$ cat src/hw/rtl/smk_count_mem.sv
// Level count memory: one write port, one registered read port.
`timescale 1ns / 1ps

module smk_count_mem #(
    parameter int LEVELS = 64,
    parameter int AW     = 6
) (
    input  logic          aclk,
    input  logic          wr_en,
    input  logic [AW-1:0] wr_addr,
    input  logic [15:0]   wr_data,
    input  logic [AW-1:0] rd_addr,
    output logic [15:0]   rd_data
);

    logic [15:0] mem [LEVELS];
    logic [15:0] rd_data_reg;

    always_ff @(posedge aclk) begin
        if (wr_en) begin
            mem[wr_addr] <= wr_data;
        end
        rd_data_reg <= mem[rd_addr];
    end

    assign rd_data = rd_data_reg;

endmodule

$ cat config.mk
export PLATFORM = sky130hd
export DESIGN_NAME = smk_count_mem
export DESIGN_NICKNAME = d
export VERILOG_FILES = /design/src/hw/rtl/smk_count_mem.sv
export SDC_FILE = /design/constraint.sdc
export NUM_CORES = 1
export LEC_CHECK = 0
export BUFFER_PORTS_ARGS = -buffer_cell sky130_fd_sc_hd__buf_2
export CAP_MARGIN = 15
export CORE_AREA = 4 4 273 275
export CTS_CLUSTER_SIZE = 25
export DETAILED_ROUTE_END_ITERATION = 16
export DIE_AREA = 0 0 277 279
export PLACE_DENSITY = 0.81
export SLEW_MARGIN = 20
export SYNTH_ARGS = -nofsm -noshare
export SYNTH_HDL_FRONTEND = slang
export SYNTH_SLANG_ARGS = --single-unit
$ cat constraint.sdc
create_clock -name aclk -period 2.2 [get_ports aclk]
set_input_delay 0.22 -clock aclk [delete_from_list [all_inputs] [get_ports aclk]]
set_output_delay 0.22 -clock aclk [all_outputs]
set_load 0.005 [all_outputs]
==> results of run 1 <==
cells in the final DEF, fill, tap and decap left out, types with 39 or more instances in the layout:
master and n:
buf_4 199, nand2_1 59, edfxtp_1 1024, a22oi_1 39
nor2_1 72, buf_12 39, mux4_2 220, buf_2 42
mux2i_1 85, clkbuf_16 100
worst reg2reg max path, stage by stage (launching register included):
cell and delay, ns:
edfxtp_1 0.38, mux4_2 0.49, mux2i_1 0.32, a22oi_1 0.18, a31oi_1 0.26, buf_4 0.18, a311oi_1 0.06
logic make-up (layout without fill, tap and decap cells):
logic type / count (synthesis) / count (layout) / synth area share [%]
other: 0 / 5 / 0
AND/OR/NAND/NOR: 220 / 220 / 2.65
flip-flops: 1040 / 1040 / 77.6
AO/OA/AOI/OAI: 129 / 129 / 2.41
multiplexers: 336 / 336 / 15.5
buffers and inverters: 104 / 463 / 1.83
power groups by stage:
| stage | Combinational [W] | Sequential [W] | Clock [W] |
|---|---|---|---|
| global placement | 0.00216 | 0.0224 | 0 |
| floorplan | 0.00114 | 0.0224 | 0 |
| detailed placement | 0.00223 | 0.0224 | 0 |
| finish | 0.00227 | 0.0220 | 0.0164 |
| CTS | 0.00226 | 0.0220 | 0.0166 |
| global route | 0.00238 | 0.0220 | 0.0175 |
layout make-up:
type                    count  area (um2)
diodes                      5        12.5
repair buffers            284        2530
clock buffers             124        2630
fillers                  4532       26200
well taps                 959        1200
multi-input cells         685        8250
clock inverters            55         480
flip-flops and latches   1040       31100
worst max-delay path by stage:
stage                     start           to  slack (ns)  cells after the start
finish                mem[7][4]   rd_data[4]        0.19                      6
global route        mem[21][11]  rd_data[11]        0.17                      7
CTS                 mem[11][11]  rd_data[11]        0.24                      6
detailed placement   rd_addr[1]  rd_data[14]       -0.20                      7
global placement     rd_addr[1]  rd_data[14]       -0.16                      7
floorplan            wr_addr[5]   mem[39][0]        0.02                      4
repair_timing:
action / in CTS / in global routing
endpoints found under the hold margin: 1 / 0
setup endpoints to repair: 0 / 0
hold buffers: 1 / 0
per-layer routing:
layer  share of wire [%]  wire length, um  GRT usage [%]  vias to the layer above
li1                    -                -              -                     8245
met1                  35            33800           32.6                    10502
met2                  50            47900           40.6                     1210
met3                  10             9910           6.17                      242
met4                 4.4             4230           10.2                       10
met5               0.071               68              0                        -
synth_stat cells, types with 3 or more instances:
master and n:
a211o_1 8, a211oi_1 8, a21oi_1 17, a221o_1 6, a221oi_1 16, a22o_1 6
a22oi_1 39, a311oi_1 8, a31oi_1 8, a41oi_1 5, and4_1 5, buf_1 3
buf_12 5, buf_2 36, buf_4 13, buf_6 17, buf_8 3, clkbuf_1 24
dfxtp_1 16, edfxtp_1 1024, mux2_2 27, mux2i_1 85, mux4_1 4, mux4_2 220
nand2_1 59, nand2b_1 3, nand3_1 24, nand4_1 12, nor2_1 72, nor2b_1 30
nor4_2 3, o21ai_0 5, o21ai_1 3
metrics by stage:
| stage | setup slack [ns] | area [um2] |
|---|---|---|
| after floorplan | 0.0222 | 40100 |
| after global placement | -0.164 | 43000 |
| after detailed placement | -0.196 | 43000 |
| after CTS | 0.238 | 46200 |
| after global routing | 0.167 | 46200 |
| final | 0.190 | 46200 |
==> results.cfg, run 1 <==
[finish]
finalNetCount = 2140
drive_gt1_share_pct = 30.8
largest_register_ffs = 1024
area_delta_synth_final_pct = 15.3
finalNonFillerCells = 3152
final_core_util_pct = 63.8

[hold_path]
whs_path_depth = 1
min_to = mem[43][9]
hp-start = wr_data[9]
min_path_type = in2reg

[synthesis]
ys_top_cells_by_area = edfxtp_1 (77%), mux4_2 (12%), mux2i_1 (2.1%)
syn_area_per_cell_um2 = 21.9
synthesis.area_mm2 = 0.0400
syn_inst = 1829
syn_nets = 1859
ys_ff_latch = 1040
yosysUniqueCellTypes = 43
async_reset_ff_share_pct = 0
synth_edf_count = 1024
yosys.area.top_type = edfxtp_1
yosysSeqAreaShare_pct = 77.6
ys.flop_type = edfxtp_1
yosys_warnings = 0
synth.top_cell.area_share_pct = 76.8

[clock_tree]
tritoncts = built
ctsResizeCount = 0
worstSkewPairLatency_ns = 0.67
postCtsSetupBuffers = 0
clk_pin_slew_ns = 0.06
cts.sinks = 1040
h-tree-depth = 3
clockBufferDepth = 3
numCtsBuffers = 99
clockRootBuffer = clkbuf_16

[place]
placed_cells = 2967
portBuffers = 45
place_congestion = 0.863
dp_hpwl_um = 58400

[detailed_routing]
drtIter0Drc = 2505
via_per_inst = 6.41
vias = 20209
detailedRoute.firstPassIterationCount = 6
wl_um = 96000
drc_errors = 0
ant_nets = 0
wl_per_cell_um = 30.4

[timing]
finalCritPeriodShare_pct = 91.4
finalSetupTns_ns = 0
worst_slew_pin_slew_ns = 0.747
slew_viol_final = 0
finalHoldViolCount = 0
maxSlewHeadroom_pct = 50.2
fmax_ghz = 0.498
setup_viol = 0
skew_ns = 0.0209
period_needed_ns = 2.01
rsz0062_at_grt = false
fin_hold_ws_ns = 0.0673

[setup_path]
regToRegStartpoint = mem[7][4]
worstPathCellList = mux4_2, mux2i_1, a22oi_1, a31oi_1, buf_4, a311oi_1
crit_fanout = 1
critPathBufInv = 1
timing.rr.end = rd_data[4]
required_ns = 2.71
r2r_cells = 6
critPathArrivalTime_ns = 2.52
critPathSlowestCell = mux4_2
path_delay_family = multiplexers
startpoint_type = flip-flop
worst-setup-path-type = reg2reg
crit_path_end_kind = flip-flop
rrSetupSlack_ns = 0.19
critical-path-max-stage-delay_ns = 0.49

[die]
core_area_mm2 = 0.0723
fp.dieW_um = 277
die-area_mm2 = 0.0773
row_count = 99
initial_utilization_pct = 55.4
die_y_um = 279
pin_count = 46

[power_and_ir_drop]
leakagePower_nw = 15.0
vdd_drop_max_v = 0.000684
powerDensity_mw_per_mm2 = 881
p_seq_share_pct = 54.1
p_comb_share_pct = 5.6
p_total_w = 0.0407
internal_power_w = 0.0323
p_sw_w = 0.00845
p_clk_share_pct = 40.4
switching_share_pct = 20.8

[global_routing]
grt_pass1_wl_um = 140000
grt_max_degree = 65
grt_util_all_layers_pct = 24.8
grt_pass1_vias = 20688
antenna_found_initial = 10
grt-ovfl-total = 0

[outcome]
status = finished clean

[job]
maxCapViolations = 0
Note: power is estimated with default switching activity, not from simulation.
==> inputs of run 2 (changes only) <==
CELL_PAD_IN_SITES_DETAIL_PLACEMENT = 1   (was not set)
CELL_PAD_IN_SITES_GLOBAL_PLACEMENT = 1   (was not set)
CORE_AREA = 4 4 286 288   (was 4 4 273 275)
DIE_AREA = 0 0 290 292   (was 0 0 277 279)
PLACE_DENSITY = 0.82   (was 0.81)
==> run 2 against run 1 <==
  * Worst hold slack got worse by 0.0094 ns
  * Routed wire length rose by 16%
  * Clock skew rose by 0.0094 ns
  * Critical endpoint is now rd_data[11]
  * Largest power group unchanged
==> results.cfg, run 2 (synthesis results as in run 1) <==
[outcome]
status = finished clean

[clock_tree]
cts.sinks = 1040
ctsHoldBuffers = 0
worstSkewPairLatency_ns = 0.69
postCtsSetupBuffers = 0
clockBufferDepth = 3
tritoncts = built
numCtsBuffers = 101
clockRootBuffer = clkbuf_16
ctsResizeCount = 0
h-tree-depth = 3
clk_pin_slew_ns = 0.07

[timing]
rsz0062_at_grt = false
slew_viol_final = 0
worst_slew_pin_slew_ns = 0.917
finalCritPeriodShare_pct = 96.5
setup_viol = 0
finalHoldViolCount = 0
maxSlewHeadroom_pct = 38.9
fmax_ghz = 0.471
fin_ws_ns = 0.0767
fin_hold_ws_ns = 0.0578
finalSetupTns_ns = 0
skew_ns = 0.0303
period_needed_ns = 2.12

[power_and_ir_drop]
vdd_drop_max_v = 0.000812
powerDensity_mw_per_mm2 = 898
leakagePower_nw = 15.2

[finish]
ff_latch_area_mm2 = 0.0311
final_cell_mix = edfxtp_1 (1024), mux4_2 (220), buf_4 (194)
fillCellCount = 6616
finalNonFillerCells = 3261
largest_register_ffs = 1024
drive_gt1_share_pct = 31.6
layout_commonest_cell = edfxtp_1
final_core_util_pct = 59.3
finalNetCount = 2150
area_delta_synth_final_pct = 16.8
multi_input_area_mm2 = 0.00825

[place]
dpl_worst_slack_ns = -0.357
dp_hpwl_um = 67600
placed_cells = 3067
portBuffers = 45
place_congestion = 0.864

[global_routing]
antenna_found_initial = 7
grt_max_degree = 65
grt_pass1_wl_um = 161000
grt-ovfl-total = 0
grt_util_all_layers_pct = 26.4
grt_pass1_vias = 22265

[detailed_routing]
wl_met3_um = 9770
drtIter0Drc = 2560
top_layer_used = met5
wl_met1_um = 40300
detailedRoute.firstPassIterationCount = 5
dr_wl_met2_um = 56100
drc_errors = 0
ant_nets = 0
via_per_inst = 6.36
vias = 20754
wl_um = 112000
wl_per_cell_um = 34.2

[die]
die-area_mm2 = 0.0847
initial_utilization_pct = 50.8
core_area_mm2 = 0.0789
die_y_um = 292
fp.dieW_um = 290
pin_count = 46
row_count = 103

[setup_path]
rrSetupSlack_ns = 0.08
required_ns = 2.73
worst-setup-path-type = reg2reg
regToRegStartpoint = mem[10][11]
r2r_cells = 6
crit_fanout = 1
critPathArrivalTime_ns = 2.65
startpoint_type = flip-flop
timing.rr.end = rd_data[11]
crit_path_end_kind = flip-flop

[hold_path]
min_to = mem[0][14]
min_path_type = in2reg
hp-start = wr_data[14]
whs_path_depth = 2

[job]
maxCapViolations = 0
[run 2: power by group]
part	switching [W]	internal [W]	total [W]
clock	0.00750	0.0101	0.0176
combinational	0.00144	0.000958	0.00239
sequential	0.0000835	0.0219	0.0220
total	0.00902	0.0330	0.0420
[run 2: critical path, cell delays in order (launching register included)]
cell	delay (ns)
edfxtp_1	0.37
mux4_2	0.49
nor2b_1	0.17
a211o_1	0.33
a31oi_1	0.34
buf_4	0.21
a311oi_1	0.06
[run 2: cell type report]
type                            instances  area share [%]
Sequential cell                      1040            66.4
Clock inverter                         51            1.32
Tap cell                             1050            2.81
Multi-Input combinational cell        685            17.6
Clock buffer                          139            5.88
Antenna cell                            4          0.0214
Timing Repair Buffer                  292            5.92
[run 2: how the worst max path moves through the flow]
stage                      startpoint          end
after floorplan            wr_addr[5]   mem[39][0]
after global placement     rd_addr[0]  rd_data[10]
after detailed placement   rd_addr[0]  rd_data[10]
after CTS                 mem[11][11]  rd_data[11]
after global routing       mem[7][15]  rd_data[15]
final                     mem[10][11]  rd_data[11]
[run 2: stage by stage]
| step | power, W | area (um2) |
|---|---|---|
| after floorplan | 0.0235 | 40100 |
| after CTS | 0.0422 | 46800 |
| after global placement | 0.0246 | 43400 |
| after detailed placement | 0.0248 | 43400 |
| after global routing | 0.0432 | 46800 |
| final | 0.0420 | 46800 |
[run 2: per-layer routing]
metal  vias up  GRT usage (%)
met1     11000           33.9
met5         -              0
li1       8263              -
met2      1195           44.7
met4         2           10.7
met3       294           5.37
